===== src/sv/sorted_hash_table_lookup_unit_assert.svh =====
// ----------------------------------------------------------------------------
// Sorted hash table lookup assertion macros
// Immediate-consequence and next-cycle checks on the block clock and reset.
// ----------------------------------------------------------------------------
`ifndef SORTED_HASH_TABLE_LOOKUP_UNIT_ASSERT_SVH
`define SORTED_HASH_TABLE_LOOKUP_UNIT_ASSERT_SVH

`define SHLU_ASSERT_NOW(label, ante, cons, msg) \
  label: assert property (@(posedge clk_i) disable iff (!rst_ni) (ante) |-> (cons)) \
    else $error(msg);

`define SHLU_ASSERT_NEXT(label, ante, cons, msg) \
  label: assert property (@(posedge clk_i) disable iff (!rst_ni) (ante) |=> (cons)) \
    else $error(msg);

`endif


===== src/sv/shlu_pkg.sv =====
// ----------------------------------------------------------------------------
// Sorted hash table lookup package
// Field widths, codes and the types used by the controller and datapath.
// ----------------------------------------------------------------------------
`default_nettype none

package shlu_pkg;

  localparam int unsigned SLOT_W  = 17;
  localparam int unsigned IDX_W   = 17;
  localparam int unsigned KH_W    = 32;
  localparam int unsigned KM_W    = 64;
  localparam int unsigned KL_W    = 64;
  localparam int unsigned CNT_W   = 18;
  localparam int unsigned PADDR_W = 3;
  localparam int unsigned PDATA_W = 32;

  localparam logic CMD_LOAD   = 1'b0;
  localparam logic CMD_LOOKUP = 1'b1;

  localparam logic [0:0] REG_ENTRY_COUNT = 1'b0;

  typedef struct packed {
    logic [KH_W-1:0]  hi;
    logic [KM_W-1:0]  mid;
    logic [KL_W-1:0]  lo;
    logic [IDX_W-1:0] idx;
  } slot_t;

  typedef enum logic [2:0] {
    ST_IDLE,
    ST_MUL,
    ST_UP_RD,
    ST_UP_CHK,
    ST_DN_RD,
    ST_DN_CHK,
    ST_DONE
  } state_e;

  typedef struct packed {
    logic in_ready;
    logic ld_start;
    logic rst_ptr;
    logic rd_up;
    logic rd_dn;
    logic set_hit;
    logic out_load;
  } ctl_t;

  typedef struct packed {
    logic accept;
    logic acc_lookup;
    logic count_zero;
    logic ptr_end;
    logic ptr_zero;
    logic hi_gt;
    logic hi_lt;
    logic hit;
    logic out_free;
  } sts_t;

endpackage

`default_nettype wire


===== src/sv/shlu_ctrl.sv =====
// ----------------------------------------------------------------------------
// Sorted hash table lookup controller
// Sequences loads, the interpolation start, the upward and downward scans and the response handoff.
// ----------------------------------------------------------------------------
`default_nettype none

module shlu_ctrl (
  input  logic            clk_i,
  input  logic            rst_ni,
  input  shlu_pkg::sts_t  sts_i,
  output shlu_pkg::ctl_t  ctl_o
);

  shlu_pkg::state_e state_q, state_d;

  always_ff @(posedge clk_i or negedge rst_ni) begin
    if (!rst_ni) begin
      state_q <= shlu_pkg::ST_IDLE;
    end else begin
      state_q <= state_d;
    end
  end

  always_comb begin
    state_d = state_q;
    case (state_q)
      shlu_pkg::ST_IDLE: begin
        if (sts_i.accept) begin
          if (!sts_i.acc_lookup || sts_i.count_zero) begin
            state_d = shlu_pkg::ST_DONE;
          end else begin
            state_d = shlu_pkg::ST_MUL;
          end
        end
      end
      shlu_pkg::ST_MUL: begin
        state_d = shlu_pkg::ST_UP_RD;
      end
      shlu_pkg::ST_UP_RD: begin
        state_d = sts_i.ptr_end ? shlu_pkg::ST_DN_RD : shlu_pkg::ST_UP_CHK;
      end
      shlu_pkg::ST_UP_CHK: begin
        if (sts_i.hit) begin
          state_d = shlu_pkg::ST_DONE;
        end else if (sts_i.hi_gt) begin
          state_d = shlu_pkg::ST_DN_RD;
        end else begin
          state_d = shlu_pkg::ST_UP_RD;
        end
      end
      shlu_pkg::ST_DN_RD: begin
        state_d = sts_i.ptr_zero ? shlu_pkg::ST_DONE : shlu_pkg::ST_DN_CHK;
      end
      shlu_pkg::ST_DN_CHK: begin
        if (sts_i.hit || sts_i.hi_lt) begin
          state_d = shlu_pkg::ST_DONE;
        end else begin
          state_d = shlu_pkg::ST_DN_RD;
        end
      end
      shlu_pkg::ST_DONE: begin
        if (sts_i.out_free) begin
          state_d = shlu_pkg::ST_IDLE;
        end
      end
      default: begin
        state_d = shlu_pkg::ST_IDLE;
      end
    endcase
  end

  always_comb begin
    ctl_o = '0;
    case (state_q)
      shlu_pkg::ST_IDLE: begin
        ctl_o.in_ready = 1'b1;
      end
      shlu_pkg::ST_MUL: begin
        ctl_o.ld_start = 1'b1;
      end
      shlu_pkg::ST_UP_RD: begin
        ctl_o.rst_ptr = sts_i.ptr_end;
        ctl_o.rd_up   = !sts_i.ptr_end;
      end
      shlu_pkg::ST_UP_CHK: begin
        ctl_o.set_hit = sts_i.hit;
        ctl_o.rst_ptr = !sts_i.hit && sts_i.hi_gt;
      end
      shlu_pkg::ST_DN_RD: begin
        ctl_o.rd_dn = !sts_i.ptr_zero;
      end
      shlu_pkg::ST_DN_CHK: begin
        ctl_o.set_hit = sts_i.hit;
      end
      shlu_pkg::ST_DONE: begin
        ctl_o.out_load = sts_i.out_free;
      end
      default: begin
        ctl_o = '0;
      end
    endcase
  end

endmodule

`default_nettype wire


===== config.mk =====
export PLATFORM = sky130hd
export DESIGN_NAME = shlu_ctrl
export DESIGN_NICKNAME = d
export VERILOG_FILES = /design/src/sv/sorted_hash_table_lookup_unit_assert.svh /design/src/sv/shlu_pkg.sv /design/src/sv/shlu_ctrl.sv
export SDC_FILE = /design/constraint.sdc
export NUM_CORES = 1
export LEC_CHECK = 0
export ABC_AREA = 0
export ABC_CLOCK_PERIOD_IN_PS = 1400
export BUFFER_PORTS_ARGS = -buffer_cell sky130_fd_sc_hd__buf_4
export CORE_AREA = 2 2 39 41
export CTS_BUF_LIST = sky130_fd_sc_hd__clkbuf_4 sky130_fd_sc_hd__clkbuf_8
export CTS_CLUSTER_DIAMETER = 80
export CTS_CLUSTER_SIZE = 25
export DETAILED_ROUTE_END_ITERATION = 10
export DIE_AREA = 0 0 41 43
export GPL_TIMING_DRIVEN = 0
export PLACE_DENSITY = 0.56
export SLEW_MARGIN = 20
export SYNTH_ARGS = -nofsm -noshare
export SYNTH_HDL_FRONTEND = slang
export SYNTH_SLANG_ARGS = --single-unit

===== constraint.sdc =====
create_clock -name clk_i -period 1.4 [get_ports clk_i]
set_input_delay 0.07 -clock clk_i [delete_from_list [all_inputs] [get_ports clk_i]]
set_output_delay 0.07 -clock clk_i [all_outputs]
set_load 0.005 [all_outputs]

# Word level (Yosys, flattened, before mapping)
# Index checks and enable logic that the tools add are counted.
# W data, S select, Z words.
# totals
register_bits	3
in_bits	11
output_inout_bits	7
wordCells	35
# classes
n_eq_ne	8
mux	16
n_reduce_logical	10
# op_table
operator	count
$pmux W3 S7	1
$mux W3	6
$eq A3 B3 Y1 const B	3
$eq A3 B2 Y1 const B	2
$mux W1	6
$logic_not A1 Y1	4
$mux W2	2
$ne A2 B2 Y1 const B	2
$eq A3 B1 Y1 const B	1
$logic_not A3 Y1	1
$logic_or A1 B1 Y1	2
$pmux W1 S2	1
$reduce_and A2 Y1	1
$reduce_or A2 Y1	1
$logic_and A1 B1 Y1	1

# Longest topological paths before layout
# depth
depth_word	5
mapped_depth	5
ltp_nobuf	4

# Least setup slack after synthesis
# No wires, ideal clock.
# synth_timing
path_kind	reg2reg
start	register state_q[1]
end	register state_q[1]
setup_time_ps	132
arrival_time_ps	1066
required_ps	1268
path_slack_ps	202
stages_incl_launch_ff	5
path_buffers	1
synth_period_minus_slack_ps	1198
cell_sequence	dfrtp_1 > buf_4 > nor4_1 > o21bai_1 > a21oi_1
# synth_between
elab_chain_cells	3
elab_cells_between_ends	11
cone_classes	eq/ne: 8; mux: 1; reduce/logical: 2
# synth_rtl
element	line	rtl
start, declared	shlu_ctrl.sv:14	shlu_pkg::state_e state_q, state_d;
start signal, assigned	shlu_ctrl.sv:18	state_q <= shlu_pkg::ST_IDLE;
start signal, assigned	shlu_ctrl.sv:20	state_q <= state_d;
$eq A3 B3 Y1 / $logic_not A3 Y1 (equally long branches)	shlu_ctrl.sv:26	case (state_q)
$ne A2 B2 Y1 (no source line)	n/a	
$reduce_and A2 Y1 (no source line)	n/a	
# Parallel ways exist; a longest one is shown, timed or not.
# A chain may end at the register's enable or synchronous reset.

==> results.cfg <==
[floorplan]
start_util = 0.220
die_area_mm2 = 0.00176
num_rows = 14
die_y_um = 43
die_w_um = 41
io-pin-count = 18
core_mm2 = 0.00138

[routing]
wl_met3_um = 66
drcViolationCount = 0
wire_per_inst_um = 11.9
ant_nets = 0
drtPass1Iterations = 4
viasPerCell = 5.03
routed_wl_um = 927
wl_met2_um = 421
top_layer = met3
vias = 392
drt_iter0_drc = 8
wl_met1_um = 439

[final_layout]
final_cell_mix = buf_4 (18), nand2_1 (4), clkbuf_4 (4)
largest_register_ffs = 3
drive_gt1_frac = 0.452
area_delta_synth_final_pct = 65.8
reg_top3 = state_q: 3 flops
stdcell_area_um2 = 504
layout_commonest_cell = buf_4
max_flop_register = state_q
fin_nets = 74
antenna_cells = 0

[cts]
numCtsBuffers = 3
clk_pin_slew_ns = 0.04
cts_setup_buffers = 0
htree_num_levels = 1
clockBufferDepth = 2
numClockSinks = 3
cts_root_buffer = clkbuf_4
clk_latency_ns = 0.24
cts_tree = done

[grt]
grt_usage = 0.128
grt_max_degree = 11
antenna_found_initial = 0
grt_pass1_vias = 356
grt_pass1_wl_um = 1530
overflow = 0

[worst_setup_path]
critical_path_class = flip-flop to output port
worstSetupStartpointType = flip-flop
critPathMaxFanout = 4
rr_worst_depth = 4
cp.required_ns = 1.33
arrival_ns = 1.22
critPathCaptureType = output port

[timing]
hold_viol = 0
period_share = 0.923
worst_slew_pin_slew_ns = 0.362
drv_slew = 0
slew_headroom = 0.756
fmax_mhz = 774
finalSetupViolations = 0
post-route-min-period_ns = 1.29
finClkSkew_ns = 0.00109
finalSetupTns_ns = 0

[pwr]
power.leakage_nw = 0.224
power_switching_share = 0.427
pwr-share-seq = 0.176
p_switching_uw = 400
vdd_drop_max_v = 0.000976
comb_power_share = 0.637
clock_power_share = 0.188
power.internal_uw = 537
power_density_mw_per_mm2 = 1860

[logic_synthesis]
synth_nets = 51
synthFlopType = dfrtp_1
netlist.area_leader.share = 0.247
seq_area_frac_synth = 0.247
synth.distinct_cells = 26
yosys.area.top_type = dfrtp_1
synthArstFlopShare = 1.00
avgSynthCellArea_um2 = 7.60
yosys_warnings = 0
synth_edf_count = 0
yosys-top-cells-area = dfrtp_1 (25%), a21oi_1 (4.9%), a311oi_2 (4.9%), nand2_1 (4.9%), nor4_1 (4.1%)
ys_ff_latch = 3
synthCells = 40
synth_area_um2 = 304

[run_status]
status = completed

[job]
maxCapViolations = 0

[place]
place_congestion = 0.739
dp_hpwl_um = 697
placed_area_um2 = 452
port_buffers = 17

[min_path]
hp-class = primary input to async pin
-- worst paths after layout --
kind	from	endpoint	slack [ns]
worst max-delay path	state_q[1]$_DFFE_PN0P_	ctl_o[2]	0.11
worst min-delay path	rst_ni	state_q[1]$_DFFE_PN0P_	0.17
worst max register to register	state_q[1]$_DFFE_PN0P_	state_q[1]$_DFFE_PN0P_	0.13
worst min register to register	state_q[2]$_DFFE_PN0P_	state_q[0]$_DFFE_PN0P_	0.63
max in group asynchronous	rst_ni	state_q[0]$_DFFE_PN0P_	1.13
min in group clk_i	sts_i[8]	state_q[0]$_DFFE_PN0P_	0.18
-- repair_timing --
action | 4_1_cts | 5_1_grt
setup endpoints to repair | 0 | 5
hold buffers | 1 | 0
hold endpoints to repair | 3 | 0
resized for setup | 0 | 4
-- through the flow --
stage          setup WS (ns)  utilization  hold slack (ns)  std cells  power (mW)
6_report               0.107        0.364            0.173         78       0.937
5_1_grt             -0.00755        0.364            0.174         78        1.03
4_1_cts               0.0415        0.355            0.153         78       0.913
3_5_place_dp          0.0481        0.326           -0.138         73       0.727
3_3_place_gp          0.0510        0.326           -0.139         73       0.727
2_1_floorplan          0.202            -           -0.226         40       0.536
-- cell type report --
cell class	count	area [µm²]
multi-input cells	30	196
inverters	4	15.0
fillers	152	880
repair buffers	18	138
flip-flops and latches	3	75.1
clock buffers	4	30.0
well taps	16	20.0
plain buffers	3	30.0
-- synthesized netlist by cell type (2+ instances only) --
library cell and number:
nand2_1 4, a21oi_1 3, dfrtp_1 3, inv_1 3, nor2_1 3, nor3_1 2, nor4_1 2, o21ai_0 2
-- worst max-delay path: stages, from the launching register on --
cell and delay, ns:
dfrtp_1 0.41, nor4_1 0.40, buf_4 0.18
-- power groups by stage --
stage / clock network (mW) / registers (mW) / logic, mW
after global placement: 0 / 0.163 / 0.564
after CTS: 0.181 / 0.161 / 0.571
after floorplan: 0 / 0.155 / 0.381
after detailed placement: 0 / 0.162 / 0.565
final: 0.176 / 0.165 / 0.597
after global routing: 0.192 / 0.175 / 0.666
-- cell families after synthesis --
kind of cell | synth area share
AOI/OAI and AO/OA | 0.333
buffers and inverters | 0.128
DFF | 0.247
muxes | 0.0329
and+or+nand+nor | 0.259
-- metal layers --
layer	global-route usage	vias to the layer above
met4	0.0467	0
met1	0.186	181
met3	0.0471	0
met2	0.166	16
li1	-	195
met5	0	-
No activity file was read; power rests on OpenSTA's default activity.
